**src/sv/tpm_rsa_public_area_parser_core_macros.svh**
```systemverilog
// assertion helpers for the rsa public area parser
`ifndef TPM_RSA_PUBLIC_AREA_PARSER_CORE_MACROS_SVH
`define TPM_RSA_PUBLIC_AREA_PARSER_CORE_MACROS_SVH

// same-cycle implication, sampled on clk, off while in reset
`define TRPA_ASSERT_NOW(label, ante, cons) \
	label: assert property (@(posedge clk) disable iff (!arst_n) (ante) |-> (cons)) \
		else $error("rsa parser check failed");

// next-cycle implication, sampled on clk, off while in reset
`define TRPA_ASSERT_NEXT(label, ante, cons) \
	label: assert property (@(posedge clk) disable iff (!arst_n) (ante) |=> (cons)) \
		else $error("rsa parser check failed");

`endif

```
**src/sv/tpmrsa_pkg.sv**
```systemverilog
`timescale 1ns / 1ps
`default_nettype none
package tpmrsa_pkg;

	localparam int unsigned POLICY_MAX_BYTES = 64;
	localparam int unsigned UNIQUE_MAX_BYTES = 512;

	// tcg algorithm ids
	localparam logic [31:0] ALG_RSA  = 32'h0000_0001;
	localparam logic [31:0] ALG_AES  = 32'h0000_0006;
	localparam logic [31:0] ALG_NULL = 32'h0000_0010;

	// field ids, also used as parse phases
	localparam logic [3:0] FID_TYPE        = 4'd0;
	localparam logic [3:0] FID_NAME_ALG    = 4'd1;
	localparam logic [3:0] FID_ATTRIBUTES  = 4'd2;
	localparam logic [3:0] FID_POLICY_LEN  = 4'd3;
	localparam logic [3:0] FID_POLICY_BYTE = 4'd4;
	localparam logic [3:0] FID_SYM_ALG     = 4'd5;
	localparam logic [3:0] FID_SYM_BITS    = 4'd6;
	localparam logic [3:0] FID_SYM_MODE    = 4'd7;
	localparam logic [3:0] FID_SCHEME      = 4'd8;
	localparam logic [3:0] FID_KEY_BITS    = 4'd9;
	localparam logic [3:0] FID_EXPONENT    = 4'd10;
	localparam logic [3:0] FID_UNIQUE_LEN  = 4'd11;
	localparam logic [3:0] FID_UNIQUE_BYTE = 4'd12;
	localparam logic [3:0] FID_NONE        = 4'd13;

	// status codes
	localparam logic [2:0] ST_OK     = 3'd0;
	localparam logic [2:0] ST_INSUFF = 3'd1;
	localparam logic [2:0] ST_TYPE   = 3'd2;
	localparam logic [2:0] ST_HASH   = 3'd3;
	localparam logic [2:0] ST_SIZE   = 3'd4;
	localparam logic [2:0] ST_SYM    = 3'd5;
	localparam logic [2:0] ST_SCHEME = 3'd6;
	localparam logic [2:0] ST_VALUE  = 3'd7;

	// configuration register indexes
	localparam int unsigned CFG_IDX_W = 2;
	localparam logic [CFG_IDX_W-1:0] CFG_HASH_A = 2'd0;
	localparam logic [CFG_IDX_W-1:0] CFG_HASH_B = 2'd1;
	localparam logic [CFG_IDX_W-1:0] CFG_HASH_C = 2'd2;

	localparam logic [15:0] HASH_A_RESET = 16'd11;
	localparam logic [15:0] HASH_B_RESET = 16'd4;
	localparam logic [15:0] HASH_C_RESET = 16'd12;

	typedef struct packed {
		logic [3:0]  parse_phase;
		logic [1:0]  byte_in_field;
		logic [31:0] value_accumulator;
		logic [15:0] payload_remaining;
		logic [11:0] bytes_consumed;
		logic        type_is_rsa;
		logic        draining;
	} parse_state_t;

	localparam parse_state_t STATE_RESET = '0;

	typedef struct packed {
		logic [15:0] id_a;
		logic [15:0] id_b;
		logic [15:0] id_c;
	} hash_cfg_t;

	typedef struct packed {
		logic [3:0]  field_id;
		logic [31:0] field_value;
		logic [15:0] byte_offset;
		logic [2:0]  status;
		logic        done_res;
		logic [11:0] used_bytes;
	} result_t;

endpackage
`default_nettype wire

```
**src/sv/tpm_rsa_public_area_parser_core.sv**
```systemverilog
// rsa public area parser: one byte per item, big-endian fields
// a byte passes the input register stage and then the result register stage before its result is presented
// throughput: one byte per cycle, limited only by the result register handshake
// reset: arst_n clears parse state, pipeline valids and restores hash ids 11, 4, 12
// bytes that are no payload byte, finish no field and carry no error give no result item
`timescale 1ns / 1ps
`default_nettype none
`include "tpm_rsa_public_area_parser_core_macros.svh"
module tpm_rsa_public_area_parser_core import tpmrsa_pkg::*; (
	input  wire logic                 clk,
	input  wire logic                 arst_n,
	// configuration write channel
	input  wire logic                 cfg_valid,
	output logic                      cfg_ready,
	input  wire logic [CFG_IDX_W-1:0] cfg_index,
	input  wire logic [15:0]          cfg_data,
	// byte input channel
	input  wire logic                 in_valid,
	output logic                      in_ready,
	input  wire logic [7:0]           in_byte,
	input  wire logic                 in_last,
	// result channel
	output logic                      out_valid,
	input  wire logic                 out_ready,
	output logic [3:0]                field_id,
	output logic [31:0]               field_value,
	output logic [15:0]               byte_offset,
	output logic [2:0]                status,
	output logic                      done_res,
	output logic [11:0]               used_bytes
);

	hash_cfg_t    hash_cfg;
	parse_state_t state_q;
	parse_state_t st_next;
	result_t      step_res;
	logic         step_valid;

	// input register stage
	logic         valid_s1;
	logic [7:0]   byte_s1;
	logic         last_s1;

	// result register stage
	logic         valid_s2;
	result_t      res_s2;

	logic         s2_free;
	logic         advance;

	tpmrsa_cfg u_cfg (
		.clk       (clk),
		.arst_n    (arst_n),
		.cfg_valid (cfg_valid),
		.cfg_ready (cfg_ready),
		.cfg_index (cfg_index),
		.cfg_data  (cfg_data),
		.hash_cfg  (hash_cfg)
	);

	// all per-byte decisions: shift, compares and next phase
	tpmrsa_step u_step (
		.st        (state_q),
		.hash_cfg  (hash_cfg),
		.in_byte   (byte_s1),
		.in_last   (last_s1),
		.st_next   (st_next),
		.res_valid (step_valid),
		.res       (step_res)
	);

	// result register can load when empty or being drained this cycle
	assign s2_free  = !valid_s2 || out_ready;
	// the byte in stage one is consumed whenever the result side has room
	assign advance  = valid_s1 && s2_free;
	assign in_ready = !valid_s1 || s2_free;

	always_ff @(posedge clk or negedge arst_n) begin
		if (!arst_n) begin
			valid_s1 <= 1'b0;
		end else if (in_valid && in_ready) begin
			valid_s1 <= 1'b1;
		end else if (advance) begin
			valid_s1 <= 1'b0;
		end
	end

	always_ff @(posedge clk) begin
		if (in_valid && in_ready) begin
			byte_s1 <= in_byte;
			last_s1 <= in_last;
		end
	end

	// parser state moves once per consumed byte
	always_ff @(posedge clk or negedge arst_n) begin
		if (!arst_n) begin
			state_q <= STATE_RESET;
		end else if (advance) begin
			state_q <= st_next;
		end
	end

	always_ff @(posedge clk or negedge arst_n) begin
		if (!arst_n) begin
			valid_s2 <= 1'b0;
		end else if (s2_free) begin
			valid_s2 <= valid_s1 && step_valid;
		end
	end

	always_ff @(posedge clk) begin
		if (advance && step_valid) begin
			res_s2 <= step_res;
		end
	end

	assign out_valid   = valid_s2;
	assign field_id    = res_s2.field_id;
	assign field_value = res_s2.field_value;
	assign byte_offset = res_s2.byte_offset;
	assign status      = res_s2.status;
	assign done_res    = res_s2.done_res;
	assign used_bytes  = res_s2.used_bytes;

	// byte count is only reported on a clean finish
	`TRPA_ASSERT_NOW(a_used_only_ok, out_valid && (!done_res || status != ST_OK), used_bytes == 12'd0)
	// a result without a field is always an early buffer end
	`TRPA_ASSERT_NOW(a_none_is_insuff, out_valid && field_id == FID_NONE, done_res && status == ST_INSUFF)
	// offsets belong to payload bytes only
	`TRPA_ASSERT_NOW(a_offset_payload, out_valid && field_id != FID_POLICY_BYTE && field_id != FID_UNIQUE_BYTE, byte_offset == 16'd0)
	// a consumed last byte always leaves the parser restarted
	`TRPA_ASSERT_NEXT(a_last_restarts, advance && last_s1, state_q == STATE_RESET || !step_valid || !step_res.done_res)

endmodule
`default_nettype wire

```
**src/sv/tpmrsa_cfg.sv**
```systemverilog
`timescale 1ns / 1ps
`default_nettype none
module tpmrsa_cfg import tpmrsa_pkg::*; (
	input  wire logic                 clk,
	input  wire logic                 arst_n,
	input  wire logic                 cfg_valid,
	output logic                      cfg_ready,
	input  wire logic [CFG_IDX_W-1:0] cfg_index,
	input  wire logic [15:0]          cfg_data,
	output hash_cfg_t                 hash_cfg
);

	hash_cfg_t cfg_q;

	assign cfg_ready = 1'b1;
	assign hash_cfg  = cfg_q;

	always_ff @(posedge clk or negedge arst_n) begin
		if (!arst_n) begin
			cfg_q.id_a <= HASH_A_RESET;
			cfg_q.id_b <= HASH_B_RESET;
			cfg_q.id_c <= HASH_C_RESET;
		end else if (cfg_valid) begin
			case (cfg_index)
				CFG_HASH_A: cfg_q.id_a <= cfg_data;
				CFG_HASH_B: cfg_q.id_b <= cfg_data;
				CFG_HASH_C: cfg_q.id_c <= cfg_data;
				default: ;
			endcase
		end
	end

endmodule
`default_nettype wire

```
**src/sv/tpmrsa_step.sv**
```systemverilog
`timescale 1ns / 1ps
`default_nettype none
module tpmrsa_step import tpmrsa_pkg::*; (
	input  wire parse_state_t st,
	input  wire hash_cfg_t    hash_cfg,
	input  wire logic [7:0]   in_byte,
	input  wire logic         in_last,
	output parse_state_t      st_next,
	output logic              res_valid,
	output result_t           res
);

	logic [31:0] acc_shift;
	logic [1:0]  bif_inc;
	logic [15:0] rem_dec;
	logic        field_len4;
	logic        complete;
	logic        is_payload;
	logic        have;
	logic        finished;
	logic        bad_phase;
	logic        done;
	logic [2:0]  err;
	logic        hash_ok;

	assign acc_shift  = {st.value_accumulator[23:0], in_byte};
	assign bif_inc    = st.byte_in_field + 2'd1;
	assign rem_dec    = st.payload_remaining - 16'd1;
	assign field_len4 = (st.parse_phase == FID_ATTRIBUTES) || (st.parse_phase == FID_EXPONENT);
	// a field completes on its second or fourth byte
	assign complete   = (bif_inc == 2'd0) || (!field_len4 && (bif_inc >= 2'd2));
	assign is_payload = (st.parse_phase == FID_POLICY_BYTE) ||
		(st.parse_phase == FID_UNIQUE_BYTE);
	// zero id marks an unused slot
	assign hash_ok = (acc_shift != 32'd0) &&
		((acc_shift == {16'd0, hash_cfg.id_a}) ||
		 (acc_shift == {16'd0, hash_cfg.id_b}) ||
		 (acc_shift == {16'd0, hash_cfg.id_c}));

	always_comb begin
		st_next        = st;
		res            = '0;
		res.field_id   = FID_NONE;
		have           = 1'b0;
		finished       = 1'b0;
		bad_phase      = 1'b0;
		done           = 1'b0;
		err            = ST_OK;
		res_valid      = 1'b0;
		if (st.draining) begin
			if (in_last) begin
				st_next = STATE_RESET;
			end
		end else begin
			st_next.bytes_consumed = st.bytes_consumed + 12'd1;
			if (is_payload) begin
				have                      = 1'b1;
				res.field_id              = st.parse_phase;
				res.field_value           = {24'd0, in_byte};
				res.byte_offset           = st.value_accumulator[15:0] - st.payload_remaining;
				st_next.payload_remaining = rem_dec;
				if (rem_dec == 16'd0) begin
					st_next.value_accumulator = 32'd0;
					if (st.parse_phase == FID_POLICY_BYTE) begin
						st_next.parse_phase = FID_SYM_ALG;
					end else begin
						finished = 1'b1;
					end
				end
			end else if (st.parse_phase > FID_UNIQUE_BYTE) begin
				bad_phase = 1'b1;
				st_next   = STATE_RESET;
			end else begin
				st_next.value_accumulator = acc_shift;
				st_next.byte_in_field     = bif_inc;
				if (complete) begin
					st_next.byte_in_field     = 2'd0;
					st_next.value_accumulator = 32'd0;
					have                      = 1'b1;
					res.field_id              = st.parse_phase;
					res.field_value           = acc_shift;
					case (st.parse_phase)
						FID_TYPE: begin
							st_next.type_is_rsa = (acc_shift == ALG_RSA);
							st_next.parse_phase = FID_NAME_ALG;
						end
						FID_NAME_ALG: begin
							if (!st.type_is_rsa) begin
								err = ST_TYPE;
							end else if (!hash_ok) begin
								err = ST_HASH;
							end
							st_next.parse_phase = FID_ATTRIBUTES;
						end
						FID_ATTRIBUTES: st_next.parse_phase = FID_POLICY_LEN;
						FID_POLICY_LEN: begin
							if (acc_shift > 32'(POLICY_MAX_BYTES)) begin
								err = ST_SIZE;
							end else if (acc_shift == 32'd0) begin
								st_next.parse_phase = FID_SYM_ALG;
							end else begin
								st_next.payload_remaining = acc_shift[15:0];
								st_next.value_accumulator = acc_shift;
								st_next.parse_phase       = FID_POLICY_BYTE;
							end
						end
						FID_SYM_ALG: begin
							if (acc_shift == ALG_NULL) begin
								st_next.parse_phase = FID_SCHEME;
							end else if (acc_shift != ALG_AES) begin
								err = ST_SYM;
							end else begin
								st_next.parse_phase = FID_SYM_BITS;
							end
						end
						FID_SYM_BITS: st_next.parse_phase = FID_SYM_MODE;
						FID_SYM_MODE: st_next.parse_phase = FID_SCHEME;
						FID_SCHEME: begin
							if (acc_shift != ALG_NULL) begin
								err = ST_SCHEME;
							end
							st_next.parse_phase = FID_KEY_BITS;
						end
						FID_KEY_BITS: st_next.parse_phase = FID_EXPONENT;
						FID_EXPONENT: begin
							if ((acc_shift != 32'd0) &&
								((acc_shift <= 32'd2) || !acc_shift[0])) begin
								err = ST_VALUE;
							end
							st_next.parse_phase = FID_UNIQUE_LEN;
						end
						FID_UNIQUE_LEN: begin
							if (acc_shift > 32'(UNIQUE_MAX_BYTES)) begin
								err = ST_SIZE;
							end else if (acc_shift == 32'd0) begin
								finished = 1'b1;
							end else begin
								st_next.payload_remaining = acc_shift[15:0];
								st_next.value_accumulator = acc_shift;
								st_next.parse_phase       = FID_UNIQUE_BYTE;
							end
						end
						default: ;
					endcase
				end
			end

			if (!bad_phase) begin
				// a field error outranks running out of buffer
				if (err != ST_OK) begin
					res.status = err;
					done       = 1'b1;
				end else if (finished) begin
					done           = 1'b1;
					res.used_bytes = st_next.bytes_consumed;
				end else if (in_last) begin
					res.status = ST_INSUFF;
					done       = 1'b1;
				end
				res.done_res = done;
				res_valid    = have || done;
				if (done) begin
					if (in_last) begin
						st_next = STATE_RESET;
					end else begin
						st_next.draining = 1'b1;
					end
				end
			end
		end
	end

endmodule
`default_nettype wire
```
**config.mk**
```make
export PLATFORM = sky130hd
export DESIGN_NAME = tpm_rsa_public_area_parser_core
export DESIGN_NICKNAME = d
export VERILOG_FILES = /design/src/sv/tpmrsa_pkg.sv /design/src/sv/tpm_rsa_public_area_parser_core.sv /design/src/sv/tpmrsa_cfg.sv /design/src/sv/tpmrsa_step.sv
export VERILOG_INCLUDE_DIRS = /design/src /design/src/sv
export SDC_FILE = /design/constraint.sdc
export NUM_CORES = 1
export LEC_CHECK = 0
export ABC_AREA = 1
export CAP_MARGIN = 20
export CORE_ASPECT_RATIO = 0.7
export CORE_MARGIN = 2
export CORE_UTILIZATION = 45
export DETAILED_ROUTE_END_ITERATION = 6
export DONT_BUFFER_PORTS = 1
export PLACE_DENSITY = 0.64
export SETUP_SLACK_MARGIN = 0.15
export SYNTH_ARGS = -nofsm -noshare
export SYNTH_HDL_FRONTEND = slang
export SYNTH_SLANG_ARGS = --single-unit
export TNS_END_PERCENT = 50
```
**constraint.sdc**
```tcl
create_clock -name clk -period 8 [get_ports clk]
set_input_delay 0.4 -clock clk [delete_from_list [all_inputs] [get_ports clk]]
set_output_delay 0.4 -clock clk [all_outputs]
set_load 0.02 [all_outputs]
```
# --- Yosys cells after proc, flatten, opt, wreduce, memory -nomap -nowiden ---
# Index checks and enable logic that the tools add are counted.
op_classes:
  addsub: 4
  magnitude_cmp: 5
  n_eq_ne: 22
  n_mux: 74
  bitwise_logic: 3
  reduce_logical: 36
ops:
  columns: ["operator", "n"]
  rows:
  - ["2-to-1 mux 68 bit", 4]
  - ["2-to-1 mux 48 bit", 4]
  - ["2-to-1 mux 36 bit", 3]
  - ["2-to-1 mux 54 bit", 2]
  - ["== test 32 x 16 -> 1 bit", 3]
  - ["case mux 48 bit (2 select lines)", 1]
  - ["2-to-1 mux 67 bit", 1]
  - ["case mux 4 bit (11 select lines)", 1]
  - ["2-to-1 mux 3 bit", 13]
  - ["== test 32 x 1 -> 1 bit (second input constant)", 1]
  - ["== test 32 x 5 -> 1 bit (second input constant)", 1]
  - ["greater-than comparator 32 x 10 -> 1 bit (second input constant)", 1]
  - ["greater-than comparator 32 x 7 -> 1 bit (second input constant)", 1]
  - ["less-or-equal comparator 32 x 2 -> 1 bit (second input constant)", 1]
  - ["zero test 32 bit", 1]
  - ["2-to-1 mux 32 bit", 1]
  - ["2-to-1 mux 4 bit", 8]
  - ["inequality test 32 x 3 -> 1 bit (second input constant)", 1]
  - ["inequality test 32 x 5 -> 1 bit (second input constant)", 1]
  - ["nonzero test 32 bit", 1]
  - ["2-to-1 mux 1 bit", 31]
  - ["== test 4 bit (second input constant)", 5]
  - ["case mux 3 bit (6 select lines)", 1]
  - ["== test 4 x 3 -> 1 bit (second input constant)", 4]
  - ["26 further kinds", 53]
totals:
  reg_bits: 195
  in_bits: 32
  output_inout_bits: 71
  wordCells: 165

# --- Logic depth before layout (Yosys ltp) ---
# Gate-level depths: netlist of the first run.
depth:
  word_depth: 19
  depth_mapped: 16

# --- Modules after synthesis ---
# Synthesis of the first run repeated with hierarchy kept, for this count alone.
hier_totals:
  cells_unflattened: 1748
  hier_area_um2: 12328.1
modules_own_cells:
  columns: ["mod", "n_inst", "cells_each", "area_each_um2", "seq_area_each_um2"]
  rows:
  - ["tpmrsa_step", 1, 1149, 5176.2, 0.0]
  - ["tpm_rsa_public_area_parser_core", 1, 383, 5088.6, 4063.9]
  - ["tpmrsa_cfg", 1, 216, 2063.2, 1208.7]

# --- Least setup slack after synthesis of the first run ---
# OpenSTA, ideal clock, no wires.
synth_path:
  kind: "flip-flop to flip-flop"
  start: "register state_q[14] (netlist name)"
  end: "register res_s2, in the netlist byte_offset[0] (enable)"
  arrival_ps: 3089
  slack_ps: 4489
  stages_incl_launch_ff: 14
  n_path_buf: 0
  cell_sequence: "dfrtp_1 -> inv_1 -> ha_1 -> nand2_1 -> nor2_1 -> xor2_1 -> nand2_1 -> nor2_1 -> nand4_1 -> nand2_1 -> nor2_1 -> nand4_1 -> nand2_1 -> inv_1"
synth_between:
  elab_chain_cells: 13
synth_lines:
  columns: ["element", "line_no", "source"]
  rows:
  - ["start: declaration", "tpm_rsa_public_area_parser_core.sv:34", "parse_state_t state_q;"]
  - ["start signal: assignment", "tpm_rsa_public_area_parser_core.sv:100", "state_q <= st_next;"]
  - ["subtractor 16 x 1 -> 16 bit", "tpmrsa_step.sv:28", "assign rem_dec = st.payload_remaining - 16'd1;"]
  - ["zero test 16 bit", "tpmrsa_step.sv:62", "if (rem_dec == 16'd0) begin"]
  - ["2-to-1 mux 1 bit", "tpmrsa_step.sv:62", null]
  - ["2-to-1 mux 1 bit", "tpmrsa_step.sv:56", "if (is_payload) begin"]
  - ["2-to-1 mux 1 bit", "tpmrsa_step.sv:50", "if (st.draining) begin"]
  - ["2-to-1 mux 1 bit", "tpmrsa_step.sv:153", "end else if (finished) begin"]
  - ["2-to-1 mux 1 bit", "tpmrsa_step.sv:150", "if (err != ST_OK) begin"]
  - ["2-to-1 mux 1 bit", "tpmrsa_step.sv:148", "if (!bad_phase) begin"]
  - ["2-to-1 mux 1 bit", "tpmrsa_step.sv:50", null]
  - ["logical OR 1 bit", "tpmrsa_step.sv:161", "res_valid = have || done;"]
  - ["2-to-1 mux 1 bit", "tpmrsa_step.sv:148", null]
  - ["2-to-1 mux 1 bit", "tpmrsa_step.sv:50", null]
  - ["logical AND 1 bit", "tpm_rsa_public_area_parser_core.sv:113", "if (advance && step_valid) begin"]
  - ["end signal: assignment", "tpm_rsa_public_area_parser_core.sv:114", "res_s2 <= step_res;"]
  - ["end: declaration", "tpm_rsa_public_area_parser_core.sv:46", "result_t res_s2;"]
# No other way between the ends. The select of a mux whose other input is x is not followed.
# A chain may end at the register's enable or synchronous reset.

# --- Final worst setup path of the first run ---
layout_path:
  start: "register state_q[14] (netlist name)"
  end: "register res_s2, in the netlist byte_offset[1] (enable)"
# Same word-level chain as after synthesis.

==> results.md, run 1 <==
- Status: finished clean
- Post-Syn Nets: 1372
- DIE WIDTH: 186 um
- Leading area contributor after synthesis: dfrtp_1
- Cell area after synthesis: 0.0104 sq mm
- Io pins: 103
- Clk slew on worst S/H paths: 0.07 ns
- # port buffers: 0
- Max Freq: 272 MHz
- Gr ovfl total: 0
- Post-synth EDFFs: 77
- Seq/Total Area, Yosys: 48.8%
- Clock skew: 0.0163 ns
- CTS Buf Count: 17
- Synth Instances: 1321
- # nets final: 1359
- Synth Flop Type: dfrtp_1
- Arrival time worst endpoint: 3.75 ns
- LEAKAGE: 5.14 nW
- Ys Warns: 0
- Clock Sinks: 187
- Hold WC Path Type: input port to register
- Starting Density: 45.8%
- Final Util: 49.5%
- Worst setup SP type: register
- Largest net degree at the start of global routing: 111
- Area grow syn2layout: 7.99%
- Setup violators final: 0
- Root Driver: clkbuf_16
- Yosys top cell area share: 25.0%
- Max-cap violation count: 0
- Hold Fails Final Rpt: 0
- Initial DRC Count: 904
- DRT Pass-1 Iters: 6
- Vias in the first global route: 8278
- Pwr Total: 4.91 mW
- Leading post-synthesis cells by cell area: dfrtp_1, edfxtp_1, nand2_1
- Setup TNS: 0 ns
- Crit end category: register
- Post-detail-place hpwl: 20.4 mm
- Slew @ Worst Pin: 1.03 ns
- Yosys cell types: 48
- Peak supply drop: 0.204 mV
- Minimum clock period: 3.67 ns
- Post-synth ARST share: 58.8%
- Initial antenna violation count: 0
- CP max stage delay: 0.57 ns
- Layout cell share with drive strength beyond 1: 7.80%
- Die Height: 131 um
- First-pass GRT wire length: 46.5 mm
- Mean Syn Cell Area: 7.87 sq um
- Crit-path max FO: 45
- Number of gates resized after CTS: 0
- Count of final max-slew check failures: 0
- #FFs+latches synth: 187
- Most frequent CP cell: nand2_1
- Residual DRC count: 0
- Crit path kind: register to register
- Worst slew margin: 31.0%
- Routed WL: 29.0 mm
- Critical Path Slowest Stage Cell: buf_4
- Post-DRT Antenna Nets: 0
- TritonCTS clock tree: built
- WL/cell: 17.7 um
- Final Cycle Share: 45.9%
- FP Rows: 46
- Pwr Density: 438 mW/mm^2
- DR vias: 8775
- Clk buf depth: 2
- Unrepaired setup endpoints after global routing: no
- Tot GR Track Use: 24.8%
- Antenna diodes: 0
- Vias/cell: 5.37
- Count leader, synth: nand2_1
- Cts hold-fix bufs: 2
- GPL Wtd Cong: 0.940
- Clock Latency Late Sink: 0.46 ns
- Total core area: 0.0227 sq mm
- Setup Fix Bufs, Post-CTS: 0
- Critical-path cell list: inv_1 -> ha_1 -> nand2_1 -> nor2_1 -> nand3_1 -> nand2_1 -> nand3_1 -> nor2_1 -> nand4_1 -> nand2_1 -> nor2_1 -> nand4_1 -> nand2_1 -> inv_2 -> buf_4
- Required time of the critical path: 8.08 ns
- H-tree Lvls: 4
- Top post-synthesis cells by count: nand2_1, nor2_1, inv_1, dfrtp_1, o21ai_0
- Reg2Reg Setup Slack: 4.33 ns
- Full die area: 0.0244 sq mm
==> final cells by class <==
| class | count | area [sq um] |
|---|---|---|
| fillers | 2216 | 11500 |
| flip-flops and latches | 187 | 5070 |
| multi-input cells | 916 | 4440 |
| inverters | 179 | 677 |
| clock buffers | 17 | 425 |
| well taps | 312 | 390 |
| clock inverters | 15 | 138 |
| repair buffers | 7 | 82.6 |
==> path summary, 6_finish.rpt <==
check,start,end,depth (start not counted)
hold / removal,in_byte[6],byte_s1[6]$_DFFE_PP_,0
setup / recovery,state_q[14]$_DFFE_PN0P_,byte_offset[1]$_SDFFCE_PP0P_,15
max in group asynchronous,arst_n,state_q[35]$_DFFE_PN0P_,2
hold reg to reg,u_cfg.hash_cfg[3]$_DFFE_PN1P_,u_cfg.hash_cfg[3]$_DFFE_PN1P_,2
setup reg to reg,state_q[14]$_DFFE_PN0P_,byte_offset[1]$_SDFFCE_PP0P_,15
min in group asynchronous,arst_n,u_cfg.hash_cfg[34]$_DFFE_PN0P_,2
==> metrics by stage <==
stage               area (sq um)  hold slack, ns  setup WS, ns  cells
floorplan                  10400           0.104          4.49   1321
global placement           10600           0.109          4.46   1598
detailed placement         10600           0.109          4.41   1599
CTS                        11200          0.0207          4.39   1633
global route               11200          0.0188          4.03   1633
finish                     11200          0.0400          4.33   1633
==> critical path, delay by kind of cell (launching register included) <==
kind          cells  cell delay [ns]
simple gates     11             1.31
buf+inv           3             1.17
flops             1             0.43
fa+ha+maj         1             0.32
==> cell families (layout without fill, tap and decap cells) <==
| family | Yosys count | count (layout) | share of synthesized area [%] |
|---|---|---|---|
| buffers and inverters | 218 | 218 | 8.49 |
| other | 1 | 1 | 0.0361 |
| AO/OA/AOI/OAI | 221 | 221 | 12.2 |
| XOR/XNOR | 19 | 19 | 1.60 |
| adder cells (fa/ha/maj) | 19 | 19 | 2.36 |
| AND/OR/NAND/NOR | 656 | 656 | 26.5 |
| flip-flops | 187 | 187 | 48.8 |
==> power by group <==
group / internal, mW / switching, mW
logic: 0.673 / 1.63
registers: 1.37 / 0.410
clock network: 0.410 / 0.424
==> layout by cell type (no fill, tap or decap), types with 11 or more instances in the layout <==
cell type | synthesis | final
o21ai_1 | 26 | 26
nor2_1 | 165 | 165
nand3_1 | 70 | 70
o221ai_1 | 11 | 11
clkbuf_16 | 0 | 17
nand2_1 | 356 | 356
a21oi_1 | 35 | 35
o22ai_1 | 19 | 19
xor2_1 | 19 | 19
nor3_1 | 20 | 20
inv_1 | 156 | 155
edfxtp_1 | 77 | 77
ha_1 | 18 | 18
inv_2 | 19 | 21
dfrtp_1 | 104 | 104
o21ai_0 | 99 | 99
==> per-layer routing <==
layer,global-route usage (%),vias up,share of wire [%]
met3,6.04,33,8.1
li1,-,4279,-
met4,5.82,0,1.2
met2,33.7,336,41
met5,0,-,0
met1,39.1,4127,50
==> sequential cells by signal, summed over array words and instances (netlist names) <==
| name | cells |
|---|---|
| state_q | 60 |
| last_s1 | 1 |
| out_valid | 1 |
| field_id | 4 |
| done_res | 1 |
| u_cfg.hash_cfg | 48 |
| byte_offset | 16 |
| field_value | 32 |
| status | 3 |
| valid_s1 | 1 |
| byte_s1 | 8 |
| used_bytes | 12 |
Note: power is estimated with default switching activity, not from simulation.
==> run 2: changes to the inputs <==
==> constraint.sdc (replaced) <==
create_clock -name clk -period 3.7 [get_ports clk]
set_input_delay 0.185 -clock clk [delete_from_list [all_inputs] [get_ports clk]]
set_output_delay 0.185 -clock clk [all_outputs]
set_load 0.02 [all_outputs]
==> run 2 against run 1 <==
Against the previous run:
- cell count rose by 1.9%
- die area did not move
- fmax rose by 25%
- wire length fell by 1.2%
- register-to-register slack got worse by 3.6 ns
- critical endpoint is now byte_offset[12]$_SDFFCE_PP0P_
- largest cell class unchanged
- largest power group unchanged
==> results.md, run 2 (synthesis gave the netlist of run 1 again) <==
- Status: finished clean (unchanged)
- Setup TNS: 0 ns (unchanged)
- Die Height: 131 um (unchanged)
- WL/cell: 17.2 um (was 17.7 um)
- Crit-path max FO: 9 (was 45)
- Setup WS pre-CTS: 0.823 ns (was 4.41 ns)
- Required time of the critical path: 3.88 ns (was 8.08 ns)
- Gr ovfl total: 0 (unchanged)
- Io pins: 103 (unchanged)
- # nets final: 1390 (was 1359)
- Worst setup SP type: register (unchanged)
- Most flops, register: state_q (unchanged)
- Residual DRC count: 0 (unchanged)
- Count of final max-slew check failures: 0 (unchanged)
- Routed WL: 28.6 mm (was 29.0 mm)
- TritonCTS clock tree: built (unchanged)
- Sequential group share of total power: 36.0% (was 36.1%)
- DR vias: 8909 (was 8775)
- Setup violators final: 0 (unchanged)
- Root Driver: clkbuf_16 (unchanged)
- GPL Wtd Cong: 0.977 (was 0.940)
- Initial antenna violation count: 0 (unchanged)
- Peak supply drop: 0.508 mV (was 0.204 mV)
- Vias in the first global route: 8316 (was 8278)
- Vias/cell: 5.35 (was 5.37)
- Psw: 5.28 mW (was 2.46 mW)
- Largest net degree at the start of global routing: 111 (unchanged)
- Most common cell after layout, fill and taps aside: nand2_1 (unchanged)
- Min-Delay Path Depth: 4 (was 0)
- DIE WIDTH: 186 um (unchanged)
- Antenna diodes: 0 (unchanged)
- Minimum clock period: 2.94 ns (was 3.67 ns)
- Setup Fix Bufs, Post-CTS: 0 (unchanged)
- Max-cap violation count: 0 (unchanged)
- Tot GR Track Use: 24.6% (was 24.8%)
- FP Rows: 46 (unchanged)
- Clock Sinks: 187 (unchanged)
- First-pass GRT wire length: 46.4 mm (was 46.5 mm)
- Clk slew on worst S/H paths: 0.07 ns (about the same)
- Final WS setup: 0.763 ns (was 4.33 ns)
- Number of gates resized after CTS: 0 (unchanged)
- Full die area: 0.0244 sq mm (unchanged)
- Cell count of the worst reg-to-reg path: 15 (unchanged)
- Hold WC Path Type: input port to register (unchanged)
- Hold Fails Final Rpt: 0 (unchanged)
- Post-detail-place hpwl: 20.1 mm (was 20.4 mm)
- Internal Pwr Total: 5.34 mW (was 2.45 mW)
- # port buffers: 0 (unchanged)
- Most frequent cells in the layout: nand2_1, nor2_1, inv_1, dfrtp_1, o21ai_0 (unchanged)
- Starting Density: 45.8% (unchanged)
- Max Freq: 340 MHz (was 272 MHz)
- Worst slew margin: 27.7% (was 31.0%)
- H-tree Lvls: 4 (unchanged)
- Layout cell share with drive strength beyond 1: 7.77% (was 7.80%)
- Post-DRT Antenna Nets: 0 (unchanged)
- Clock skew: 0.0150 ns (was 0.0163 ns)
- Unrepaired setup endpoints after global routing: no (unchanged)
- Net Sw Frac: 49.7% (was 50.2%)
- Clk buf depth: 2 (unchanged)
- Crit end category: register (unchanged)
- Pwr Density: 923 mW/mm^2 (was 438 mW/mm^2)
- Area grow syn2layout: 10.7% (was 7.99%)
- Slew @ Worst Pin: 1.08 ns (was 1.03 ns)
- Arrival time worst endpoint: 3.11 ns (was 3.75 ns)
- Comb power frac: 47.6% (was 46.9%)
- Crit path kind: register to register (unchanged)
- Hold_ws: 0.199 ns (was 0.0400 ns)
- DRT Pass-1 Iters: 5 (was 6)
- Initial DRC Count: 957 (was 904)
- LEAKAGE: 5.27 nW (was 5.14 nW)
- CTS Buf Count: 17 (unchanged)
- Total core area: 0.0227 sq mm (unchanged)
- Cts hold-fix bufs: 29 (was 2)
- Clock power frac: 16.4% (was 17.0%)
- Clock Latency Late Sink: 0.45 ns (was 0.46 ns)
- Max reg flops: 60 (unchanged)
- Final Cycle Share: 79.4% (was 45.9%)
run 2: cell count changes in the layout (fill, tap and decap cells not counted):
cell / before / now
buf_4: 4 / 8
clkbuf_1: 0 / 2
buf_8: 1 / 0
clkinv_8: 2 / 0
inv_6: 3 / 5
inv_8: 3 / 2
inv_2: 21 / 20
buf_12: 0 / 1
dlygate4sd3_1: 1 / 28
run 2: worst max-delay path, stage by stage, from the launching register on:
cell	delay, ns
dfrtp_1	0.42
clkinv_1	0.29
ha_1	0.33
fa_1	0.43
nor2_1	0.16
nor2_1	0.06
nor2_1	0.09
nor2_1	0.07
o21ai_1	0.15
inv_1	0.08
o21ai_1	0.18
nand2_1	0.07
nand2_1	0.10
nand3_1	0.10
nand3_1	0.08
a21oi_1	0.08
run 2: per-stage QoR:
stage               area (sq um)  total power [mW]  std cells  utilization, %
floorplan                  10400              7.40       1321               -
global placement           10700              8.76       1603            47.0
detailed placement         10700              8.77       1603            47.0
CTS                        11500              10.6       1664            50.8
global route               11500              11.5       1664            50.8
finish                     11500              10.6       1664            50.8
run 2: final timing paths:
check                                              start                            end  slack [ns]
min                                         cfg_index[1]  u_cfg.hash_cfg[3]$_DFFE_PN1P_        0.20
max                              state_q[30]$_DFFE_PN0P_  byte_offset[12]$_SDFFCE_PP0P_        0.76
min in group asynchronous                         arst_n        state_q[65]$_DFFE_PN0P_        0.34
max in group asynchronous                         arst_n         state_q[3]$_DFFE_PN0P_        2.83
min reg2reg                u_cfg.hash_cfg[3]$_DFFE_PN1P_  u_cfg.hash_cfg[3]$_DFFE_PN1P_        0.51
max reg2reg                      state_q[30]$_DFFE_PN0P_  byte_offset[12]$_SDFFCE_PP0P_        0.76
run 2: layout make-up:
| class | instances | area [sq um] |
|---|---|---|
| Inverter | 179 | 677 |
| Fill cell | 2218 | 11200 |
| Tap cell | 312 | 390 |
| Clock inverter | 13 | 108 |
| Sequential cell | 187 | 5070 |
| Timing Repair Buffer | 38 | 388 |
| Multi-Input combinational cell | 916 | 4440 |
| Clock buffer | 19 | 433 |
run 2: metal layers:
| metal | wire length, um | track usage, % | part of all wire (%) | vias up |
|---|---|---|---|---|
| met4 | 419 | 5.95 | 1.5 | 0 |
| li1 | - | - | - | 4346 |
| met3 | 2430 | 6.60 | 8.5 | 32 |
| met2 | 11600 | 33.5 | 41 | 399 |
| met5 | 0 | 0 | 0 | - |
| met1 | 14200 | 38.5 | 49 | 4132 |
run 2: power groups by stage:
stage | logic [mW] | clock network, mW | registers [mW]
final | 5.05 | 1.74 | 3.83
after global routing | 5.73 | 1.87 | 3.91
after CTS | 5.00 | 1.78 | 3.83
after detailed placement | 4.91 | 0 | 3.86
after global placement | 4.90 | 0 | 3.86
after floorplan | 3.70 | 0 | 3.70
